$ cat src/sv/pipw_pkg.sv
`timescale 1ns / 1ps
`default_nettype none

package pipw_pkg;

    localparam int COORD_W   = 16;
    localparam int DIFF_W    = COORD_W + 1;
    localparam int PROD_W    = 2 * DIFF_W;
    localparam int SUM_W     = 16;
    localparam int DELTA_W   = 3;
    localparam int QDIFF_W   = 4;
    localparam int CFG_IDX_W = 2;

    typedef enum logic [CFG_IDX_W-1:0] {
        REG_POINT_X = 2'd0,
        REG_POINT_Y = 2'd1
    } t_cfg_reg;

    typedef logic [2:0] t_quad;

    localparam t_quad QUAD_1 = 3'd1;
    localparam t_quad QUAD_2 = 3'd2;
    localparam t_quad QUAD_3 = 3'd3;
    localparam t_quad QUAD_4 = 3'd4;

    localparam logic signed [QDIFF_W-1:0] QD_POS3 = 4'sd3;
    localparam logic signed [QDIFF_W-1:0] QD_NEG3 = -4'sd3;
    localparam logic signed [QDIFF_W-1:0] QD_POS2 = 4'sd2;
    localparam logic signed [QDIFF_W-1:0] QD_NEG2 = -4'sd2;

    localparam logic signed [SUM_W-1:0] SUM_POS4 = 16'sd4;
    localparam logic signed [SUM_W-1:0] SUM_NEG4 = -16'sd4;

    typedef struct packed {
        logic [COORD_W-1:0] x;
        logic [COORD_W-1:0] y;
    } t_pt;

    function automatic t_quad quadrant(input t_pt v, input t_pt p);
        logic x_lt;
        logic y_lt;
        x_lt = $signed(v.x) < $signed(p.x);
        y_lt = $signed(v.y) < $signed(p.y);
        if (x_lt) begin
            return y_lt ? QUAD_1 : QUAD_4;
        end
        return y_lt ? QUAD_2 : QUAD_3;
    endfunction

endpackage

`default_nettype wire

$ cat src/sv/pipw_if.sv
`timescale 1ns / 1ps
`default_nettype none

interface pipw_vtx_if import pipw_pkg::*; ();
    logic               valid;
    logic               ready;
    logic [COORD_W-1:0] vertex_x;
    logic [COORD_W-1:0] vertex_y;
    logic               last_vertex;

    modport source (output valid, output vertex_x, output vertex_y, output last_vertex,
                    input ready);
    modport sink (input valid, input vertex_x, input vertex_y, input last_vertex,
                  output ready);
endinterface

interface pipw_res_if import pipw_pkg::*; ();
    logic             valid;
    logic             ready;
    logic             inside_res;
    logic [SUM_W-1:0] winding_sum;

    modport source (output valid, output inside_res, output winding_sum, input ready);
    modport sink (input valid, input inside_res, input winding_sum, output ready);
endinterface

interface pipw_cfg_if import pipw_pkg::*; ();
    logic                 valid;
    logic                 ready;
    logic [CFG_IDX_W-1:0] index;
    logic [COORD_W-1:0]   data;

    modport source (output valid, output index, output data, input ready);
    modport sink (input valid, input index, input data, output ready);
endinterface

`default_nettype wire

$ cat src/sv/pipw_edge.sv
`timescale 1ns / 1ps
`default_nettype none

module pipw_edge import pipw_pkg::*; (
    input  wire                        i_clk,
    input  wire                        i_en,
    input  wire t_pt                   i_from,
    input  wire t_pt                   i_to,
    input  wire t_pt                   i_point,
    output logic signed [DELTA_W-1:0]  o_delta
);

    logic signed [DIFF_W-1:0]  ux, uy, wx, wy;
    logic signed [QDIFF_W-1:0] n_qd;
    logic signed [PROD_W-1:0]  n_p1, n_p2;
    logic signed [PROD_W-1:0]  r_p1, r_p2;
    logic signed [QDIFF_W-1:0] r_qd;
    logic                      r_wy_neg;
    logic                      left;

    always_comb begin
        ux   = $signed({i_from.x[COORD_W-1], i_from.x}) - $signed({i_point.x[COORD_W-1], i_point.x});
        uy   = $signed({i_from.y[COORD_W-1], i_from.y}) - $signed({i_point.y[COORD_W-1], i_point.y});
        wx   = $signed({i_to.x[COORD_W-1], i_to.x}) - $signed({i_point.x[COORD_W-1], i_point.x});
        wy   = $signed({i_to.y[COORD_W-1], i_to.y}) - $signed({i_point.y[COORD_W-1], i_point.y});
        n_qd = $signed({1'b0, quadrant(i_to, i_point)}) - $signed({1'b0, quadrant(i_from, i_point)});
        n_p1 = PROD_W'(wx) * PROD_W'(uy);
        n_p2 = PROD_W'(wy) * PROD_W'(ux);
    end

    always_ff @(posedge i_clk) begin
        if (i_en) begin
            r_p1     <= n_p1;
            r_p2     <= n_p2;
            r_qd     <= n_qd;
            r_wy_neg <= wy[DIFF_W-1];
        end
    end

    always_comb begin
        left = r_wy_neg ? (r_p1 < r_p2) : (r_p1 > r_p2);
        case (r_qd)
            QD_POS3: o_delta = -3'sd1;
            QD_NEG3: o_delta = 3'sd1;
            QD_POS2: o_delta = left ? -3'sd2 : 3'sd2;
            QD_NEG2: o_delta = left ? 3'sd2 : -3'sd2;
            default: o_delta = DELTA_W'(r_qd);
        endcase
    end

endmodule

`default_nettype wire

$ cat src/sv/point_in_polygon_winding_core.sv
`timescale 1ns / 1ps
`default_nettype none

// Quadrant winding-number point-in-polygon test. Write the query point through
// the configuration channel, then stream the polygon one vertex per transaction
// with last_vertex set on the final one; that transaction yields one result with
// the quadrant sum (four times the winding number) and inside_res set when the
// sum is plus or minus four. One vertex is taken every cycle while no result
// waits to be taken; a result passes through the input register, the product
// register of the edge cross-multiply and the result register. The pipeline
// stalls only while a result waits to be taken.

module point_in_polygon_winding_core import pipw_pkg::*; (
    input  wire      i_clk,
    input  wire      i_rst_n,
    pipw_cfg_if.sink i_cfg,
    pipw_vtx_if.sink i_vtx,
    pipw_res_if.source o_res
);

    logic                      advance;
    logic                      accept;
    t_pt                       vtx;
    logic signed [DELTA_W-1:0] d_edge, d_close;
    logic signed [SUM_W-1:0]   n_sum;

    t_pt                     r_point;
    t_pt                     r_prev, r_first;
    logic                    r_have_first;
    logic                    r_a_valid, r_a_has_prev, r_a_last;
    t_pt                     r_a_cur, r_a_prev, r_a_first;
    logic                    r_b_valid, r_b_has_prev, r_b_last;
    logic signed [SUM_W-1:0] r_sum;
    logic                    r_out_valid;
    logic                    r_out_inside;
    logic [SUM_W-1:0]        r_out_sum;

    assign advance     = !r_out_valid || o_res.ready;
    assign accept      = i_vtx.valid && advance;
    assign vtx         = '{x: i_vtx.vertex_x, y: i_vtx.vertex_y};
    assign i_vtx.ready = advance;
    assign i_cfg.ready = 1'b1;

    always_ff @(posedge i_clk) begin
        if (!i_rst_n) begin
            r_point <= '0;
        end else if (i_cfg.valid) begin
            case (i_cfg.index)
                REG_POINT_X: r_point.x <= i_cfg.data;
                REG_POINT_Y: r_point.y <= i_cfg.data;
                default: ;
            endcase
        end
    end

    always_ff @(posedge i_clk) begin
        if (!i_rst_n) begin
            r_have_first <= 1'b0;
            r_prev       <= '0;
            r_first      <= '0;
        end else if (accept) begin
            r_prev <= vtx;
            if (!r_have_first) begin
                r_first <= vtx;
            end
            r_have_first <= !i_vtx.last_vertex;
        end
    end

    always_ff @(posedge i_clk) begin
        if (advance) begin
            r_a_cur      <= vtx;
            r_a_prev     <= r_prev;
            r_a_first    <= r_have_first ? r_first : vtx;
            r_a_has_prev <= r_have_first;
            r_a_last     <= i_vtx.last_vertex;
            r_b_has_prev <= r_a_has_prev;
            r_b_last     <= r_a_last;
        end
    end

    pipw_edge u_edge (
        .i_clk   (i_clk),
        .i_en    (advance),
        .i_from  (r_a_prev),
        .i_to    (r_a_cur),
        .i_point (r_point),
        .o_delta (d_edge)
    );

    pipw_edge u_close (
        .i_clk   (i_clk),
        .i_en    (advance),
        .i_from  (r_a_cur),
        .i_to    (r_a_first),
        .i_point (r_point),
        .o_delta (d_close)
    );

    always_comb begin
        n_sum = r_b_has_prev ? r_sum + SUM_W'(d_edge) : '0;
        if (r_b_last) begin
            n_sum = n_sum + SUM_W'(d_close);
        end
    end

    always_ff @(posedge i_clk) begin
        if (!i_rst_n) begin
            r_a_valid   <= 1'b0;
            r_b_valid   <= 1'b0;
            r_out_valid <= 1'b0;
            r_sum       <= '0;
        end else if (advance) begin
            r_a_valid   <= i_vtx.valid;
            r_b_valid   <= r_a_valid;
            r_out_valid <= r_b_valid && r_b_last;
            if (r_b_valid) begin
                r_sum <= n_sum;
            end
        end
    end

    always_ff @(posedge i_clk) begin
        if (advance) begin
            r_out_sum    <= n_sum;
            r_out_inside <= (n_sum == SUM_POS4) || (n_sum == SUM_NEG4);
        end
    end

    assign o_res.valid       = r_out_valid;
    assign o_res.inside_res  = r_out_inside;
    assign o_res.winding_sum = r_out_sum;

endmodule

`default_nettype wire
$ cat src/flat_wrapper.sv
// flat-port wrapper written by rule: the top's interface ports become plain ports
module point_in_polygon_winding_core_flat import pipw_pkg::*;
  (i_clk, i_rst_n, i_cfg_valid, i_cfg_index, i_cfg_data, i_cfg_ready, i_vtx_valid, i_vtx_vertex_x, i_vtx_vertex_y, i_vtx_last_vertex, i_vtx_ready, o_res_valid, o_res_inside_res, o_res_winding_sum, o_res_ready);
  pipw_cfg_if i_cfg_i ();
  pipw_vtx_if i_vtx_i ();
  pipw_res_if o_res_i ();
  input  wire i_clk;
  input  wire i_rst_n;
  input wire logic [$bits(i_cfg_i.valid)-1:0] i_cfg_valid;
  input wire logic [$bits(i_cfg_i.index)-1:0] i_cfg_index;
  input wire logic [$bits(i_cfg_i.data)-1:0] i_cfg_data;
  output wire logic [$bits(i_cfg_i.ready)-1:0] i_cfg_ready;
  input wire logic [$bits(i_vtx_i.valid)-1:0] i_vtx_valid;
  input wire logic [$bits(i_vtx_i.vertex_x)-1:0] i_vtx_vertex_x;
  input wire logic [$bits(i_vtx_i.vertex_y)-1:0] i_vtx_vertex_y;
  input wire logic [$bits(i_vtx_i.last_vertex)-1:0] i_vtx_last_vertex;
  output wire logic [$bits(i_vtx_i.ready)-1:0] i_vtx_ready;
  output wire logic [$bits(o_res_i.valid)-1:0] o_res_valid;
  output wire logic [$bits(o_res_i.inside_res)-1:0] o_res_inside_res;
  output wire logic [$bits(o_res_i.winding_sum)-1:0] o_res_winding_sum;
  input wire logic [$bits(o_res_i.ready)-1:0] o_res_ready;
  assign i_cfg_i.valid = i_cfg_valid;
  assign i_cfg_i.index = i_cfg_index;
  assign i_cfg_i.data = i_cfg_data;
  assign i_cfg_ready = i_cfg_i.ready;
  assign i_vtx_i.valid = i_vtx_valid;
  assign i_vtx_i.vertex_x = i_vtx_vertex_x;
  assign i_vtx_i.vertex_y = i_vtx_vertex_y;
  assign i_vtx_i.last_vertex = i_vtx_last_vertex;
  assign i_vtx_ready = i_vtx_i.ready;
  assign o_res_valid = o_res_i.valid;
  assign o_res_inside_res = o_res_i.inside_res;
  assign o_res_winding_sum = o_res_i.winding_sum;
  assign o_res_i.ready = o_res_ready;
  point_in_polygon_winding_core u_core (.i_clk(i_clk), .i_rst_n(i_rst_n), .i_cfg(i_cfg_i), .i_vtx(i_vtx_i), .o_res(o_res_i));
endmodule
$ cat config.mk
export PLATFORM = sky130hd
export DESIGN_NAME = point_in_polygon_winding_core_flat
export DESIGN_NICKNAME = d
export VERILOG_FILES = /design/src/sv/pipw_pkg.sv /design/src/sv/pipw_if.sv /design/src/sv/pipw_edge.sv /design/src/sv/point_in_polygon_winding_core.sv /design/src/flat_wrapper.sv
export SDC_FILE = /design/constraint.sdc
export NUM_CORES = 2
export LEC_CHECK = 0
export BUFFER_PORTS_ARGS = -buffer_cell sky130_fd_sc_hd__buf_2
export CAP_MARGIN = 10
export CORE_MARGIN = 2
export CORE_UTILIZATION = 50
export CTS_CLUSTER_DIAMETER = 80
export DETAILED_ROUTE_END_ITERATION = 16
export MAX_ROUTING_LAYER = met4
export PLACE_DENSITY = 0.75
export RECOVER_POWER = 25
export SLEW_MARGIN = 20
export SYNTH_ARGS = -nofsm -noshare
export SYNTH_HDL_FRONTEND = slang
export SYNTH_SLANG_ARGS = --single-unit
$ cat constraint.sdc
create_clock -name i_clk -period 12.05 [get_ports i_clk]
set_input_delay 1.205 -clock i_clk [delete_from_list [all_inputs] [get_ports i_clk]]
set_output_delay 1.205 -clock i_clk [all_outputs]
set_load 0.01 [all_outputs]
# --- After elaboration in Yosys (flattened, before gate mapping) ---
# Index checks and enable logic that the tools add are counted.
word_totals:
  inputBits: 56
  reg_bits: 379
  output_inout_bits: 20
op_classes:
  n_eq_ne: 11
  add_sub_neg: 10
  order_cmp: 10
  n_mux: 26
  multipliers: 4
  n_reduce_logical: 10
ops:
  columns: ["op", "n"]
  rows:
  - ["multiplier 17 x 17 -> 34 bit", 4]
  - ["subtractor 16 x 16 -> 17 bit", 6]
  - ["< comparator 16 bit", 6]
  - ["greater-than comparator 34 bit", 2]
  - ["< comparator 34 bit", 2]
  - ["two-way mux 3 bit", 13]
  - ["two-way mux 16 bit", 2]
  - ["two-way mux 32 bit", 1]
  - ["case mux 3 bit (4 select lines)", 2]
  - ["adder 16 bit", 1]
  - ["adder 16 x 3 -> 16 bit", 1]
  - ["== test 16 x 3 -> 1 bit, second input constant", 1]
  - ["== test 16 x 4 -> 1 bit, second input constant", 1]
  - ["== test 4 x 2 -> 1 bit, second input constant", 4]
  - ["== test 4 bit, second input constant", 4]
  - ["two-way mux 1 bit", 8]
  - ["subtractor 3 x 3 -> 4 bit", 2]
  - ["AND reduction 2 bit", 3]
  - ["== test 2 x 1 -> 1 bit, second input constant", 1]
  - ["logical AND 1 bit", 2]
  - ["logical NOT 1 bit", 2]
  - ["logical NOT 2 bit", 1]
  - ["logical OR 1 bit", 2]

# --- Longest topological paths before layout ---
logic_depth:
  depth_word: 10
  ltp_mapped: 41

# --- Modules after synthesis ---
# Synthesis repeated with hierarchy kept, for this count alone.
hier_totals:
  cells_unflattened: 7047
  area_unflattened_um2: 65351.4
modules_own_cells:
  columns: ["mod", "cells_per_inst", "n_inst", "area_each_um2"]
  rows:
  - ["pipw_edge at u_core.u_edge", 3076, 1, 27994.3]
  - ["pipw_edge at u_core.u_close", 3084, 1, 27800.4]
  - ["point_in_polygon_winding_core", 887, 1, 9556.7]

# --- Worst setup path after synthesis ---
# No wires, ideal clock.
synth_timing:
  path_kind: "input to register"
  startpoint: "in o_res_ready"
  endpoint: "reg u_core.r_first[0] (netlist name)"
  arrival_ns: 10.884
  path_stages: 6
  path_buffers: 2
  setup_ns: 0.122
  slack_ns: 1.044
  cell_sequence: "nand2b_1 -> clkbuf_1 -> nand2_1 -> clkbuf_1 -> nand2_1 -> a21boi_0"
synth_via:
  elab_chain_cells: 2
synth_lines:
  columns: ["item", "line_no", "text"]
  rows:
  - ["from (decl)", "flat_wrapper.sv:21", "input wire logic [$bits(o_res_i.ready)-1:0] o_res_ready;"]
  - ["logical OR 1 bit", "point_in_polygon_winding_core.sv:38", "assign advance = !r_out_valid || o_res.ready;"]
  - ["via i_vtx_ready", "flat_wrapper.sv:17", "output wire logic [$bits(i_vtx_i.ready)-1:0] i_vtx_ready;"]
  - ["logical AND 1 bit", "point_in_polygon_winding_core.sv:39", "assign accept = i_vtx.valid && advance;"]
  - ["to (signal assigned)", "point_in_polygon_winding_core.sv:64", "r_first <= vtx;"]
  - ["to (decl)", "point_in_polygon_winding_core.sv:28", "t_pt r_prev, r_first;"]
# The timed path passes the listed nets, and every way through them passes these cells.
# A chain may end at the register's enable or synchronous reset.

# --- Worst setup path in the final report ---
layout_timing:
  startpoint: "reg u_core.r_point[0] (netlist name)"
  endpoint: "reg u_core.u_edge.r_p2[33] (data pin)"
layout_via:
  elab_chain_cells: 2
layout_lines:
  columns: ["item", "line_no", "text"]
  rows:
  - ["from (decl)", "point_in_polygon_winding_core.sv:27", "t_pt r_point;"]
  - ["subtractor 16 x 16 -> 17 bit", "pipw_edge.sv:25", "wy = $signed({i_to.y[COORD_W-1], i_to.y}) - $signed({i_point.y[COORD_W-1], i_point.y});"]
  - ["multiplier 17 x 17 -> 34 bit", "pipw_edge.sv:28", "n_p2 = PROD_W'(wy) * PROD_W'(ux);"]
  - ["via u_core.u_edge.n_p2[33]", "pipw_edge.sv:15", "logic signed [PROD_W-1:0] n_p1, n_p2;"]
  - ["to (signal assigned)", "pipw_edge.sv:34", "r_p2 <= n_p2;"]
  - ["to (decl)", "pipw_edge.sv:16", "logic signed [PROD_W-1:0] r_p1, r_p2;"]
# The timed path passes the listed nets, and every way through them passes these cells.

==> run metrics <==
outcome complete, but fails checks; violated checks max-capacitance violations, max-slew violations; Port Buffer Count 74; CTS sink count 379; Worst path max stage delay 710 ps; fin nets 8556; synthesized instance count 6704; largest net degree at the start of global routing 101; CTS tree done; Setup Total Neg Slack 0 ps; Yosys Warn Count 0; Horiz. Die Dim 359 µm; total nets after synthesis 8506; data arrival time of the critical path 10930 ps; Seq cells post-synth 379; unrepaired setup endpoints after global routing no; Routed WL 181000 µm; Post-synth EDFFs 263; 1st-iter DRT viols 4469; post-cts resize count 0; crit-path leading delay family compound AO/OA/AOI/OAI gates; remaining antenna violation count 0; detailed placement HPWL 146000 µm; end of the worst register-to-register path u_core.u_edge.r_p2[33]; clock insertion delay at the later pin of the skew report 610 ps; total setup buffers inserted after CTS 0; Worst Hold Path Cells 0; via count normalized by instance count 5.57; Max Root-Sink Buffers 3; maximum fanout along the worst path 20; Worst setup EP type flop; distinct cell type count of the synthesized netlist 84; final slew viol count 272; Slew HR -175%; CP Data Required Time 12400 ps; vias after detailed routing 47063; average wire per cell in the routed design 21.4 µm; library cell with the highest instance count after synthesis sky130_fd_sc_hd__inv_1; routability cong. 0.975; asr flop ratio synth 0%; upper clock frequency limit 94.5 MHz; reg2reg start u_core.r_point[0]; number of buffers created by CTS 44; mean post-synth cell area 9.42 µm²; Std-Cell Rows 130; dominant cells by area after synthesis sky130_fd_sc_hd__fa_1 (38%), sky130_fd_sc_hd__edfxtp_1 (13%), sky130_fd_sc_hd__ha_1 (11%); worst hold endpoint u_core.r_b_has_prev; number of max-cap violations 5; Worst Max-Slew Pin Slew 4130 ps; H-tree levels 2; Core Box Area 125000 µm²; worst min-delay path startpoint u_core.r_a_has_prev; final hold viol count 0; layout cell share with drive strength beyond 1 5.36%; most common flop cell mapped by yosys sky130_fd_sc_hd__edfxtp_1; sequential fraction of the synthesis area 16.2%; cell accounting for the most synthesized area sky130_fd_sc_hd__fa_1; top cell types by occurrence after synthesis sky130_fd_sc_hd__inv_1 (1421), sky130_fd_sc_hd__fa_1 (1194), sky130_fd_sc_hd__nand2_1 (875); setup slack of the worst register-to-register path 1470 ps; top-area cell type share of the netlist area 37.9%; worst min-delay path category reg2reg; num ports 76; number of global-route vias before repair 50397; number of hold buffers added after cts 0; initial core utilization 50.3%; root buffer cell sky130_fd_sc_hd__clkbuf_16; sort of element at the start of the critical path flop; Layout area overhead 7.15%; Critical-path top delay cell sky130_fd_sc_hd__a21oi_1; final period demand of the worst path 10580 ps; Die ar. 129000 µm²; Initial DRT Pass Iterations 6; grt total ovfl 0; die boundary height 359 µm; final setup skew 20.2 ps; Critical Setup Path Class reg2reg; buffers plus inverters on the worst setup path 8; number of design rule violations left after detail routing 0; total global routing track utilization 29.5%; final period utilization 87.8%; global-route wire length before repair 285000 µm; register clock-pin slew on the reported worst setup and hold paths 70 ps; reg2reg path depth 36; number of setup violations in the final report 0; number of antenna violations at the first check in global routing 21; summed instance area of the synthesized netlist 63100 µm²
cells by family after synthesis:
group                      after synthesis  share of synthesized area, %
muxes                                   52                         0.898
AOI/OAI and AO/OA                      679                          7.12
DFF                                    379                          16.2
buffers and inverters                 1624                          9.70
xor gates and xnor gates               293                          4.11
other                                    1                       0.00594
and+or+nand+nor                       1930                          13.2
adders and majority gates             1746                          48.8
per-stage QoR:
stage / hold slack, ps / utilization (%) / cell area, µm² / setup WS (ps) / instances
finish: 422 / 53.9 / 67600 / 1470 / 8454
detailed placement: 405 / 52.7 / 66100 / 1740 / 8358
global route: 436 / 53.9 / 67600 / 1060 / 8450
CTS: 422 / 54.0 / 67700 / 1660 / 8439
global placement: 403 / 52.7 / 66000 / 1960 / 8358
floorplan: 400 / - / 63100 / 1040 / 6704
worst max-delay path by stage:
stage,from,to,cells after the start
floorplan,o_res_ready,u_core.r_first[0],6
global placement,u_core.r_a_cur[0],u_core.u_edge.r_p2[33],37
detailed placement,u_core.r_a_cur[0],u_core.u_edge.r_p2[33],37
CTS,u_core.r_point[0],u_core.u_edge.r_p2[33],36
global route,u_core.r_point[0],u_core.u_edge.r_p2[33],36
finish,u_core.r_point[0],u_core.u_edge.r_p2[33],36
registers in the layout (all words and copies together), names as in the netlist, 34 cells and up:
register	flops
u_core.u_close.r_p1	34
u_core.u_edge.r_p1	34
u_core.u_close.r_p2	34
u_core.u_edge.r_p2	34
worst register-to-register path, delay by kind of cell (launching register included):
family	cells	cell delay [ps]
compound gates	13	3920
xor+xnor	2	390
fa+ha+maj	9	3890
buf+inv	8	780
flops	1	400
simple gates	4	920
layer usage:
layer,vias to the layer above,GRT usage (%),part of all wire [%],wire (µm)
li1,20716,-,-,-
met4,0,14.1,5.8,10600
met3,528,6.96,11,20300
met2,2377,45.6,45,82100
met5,-,-,0,0
met1,23442,36.8,38,68300
cell usage in the layout, fill, tap and decap left out, types with 45 or more instances in the layout:
cell / n
sky130_fd_sc_hd__a21boi_0: 105
sky130_fd_sc_hd__a21o_1: 92
sky130_fd_sc_hd__a21oi_1: 169
sky130_fd_sc_hd__and2_1: 100
sky130_fd_sc_hd__buf_4: 127
sky130_fd_sc_hd__dfxtp_1: 116
sky130_fd_sc_hd__edfxtp_1: 263
sky130_fd_sc_hd__fa_1: 1194
sky130_fd_sc_hd__ha_1: 552
sky130_fd_sc_hd__inv_1: 1421
sky130_fd_sc_hd__nand2_1: 874
sky130_fd_sc_hd__nand2b_1: 52
sky130_fd_sc_hd__nand3_1: 45
sky130_fd_sc_hd__nor2_1: 613
sky130_fd_sc_hd__nor2b_1: 52
sky130_fd_sc_hd__nor3_1: 54
sky130_fd_sc_hd__o21ai_0: 114
sky130_fd_sc_hd__xnor2_1: 191
sky130_fd_sc_hd__xor2_1: 70
area by class of cell:
cell class              count  area (µm²)
diodes                     15        37.5
clock buffers              47        1110
clock inverters            34         484
fillers                 10896       57800
inverters                1423        5340
multi-input cells        4701       47100
flip-flops and latches    379       10200
well taps                1650        2060
repair buffers            205        1300
Power is not shown: default switching activity piles up to over one toggle a cycle in this logic, so the estimate is an artifact.
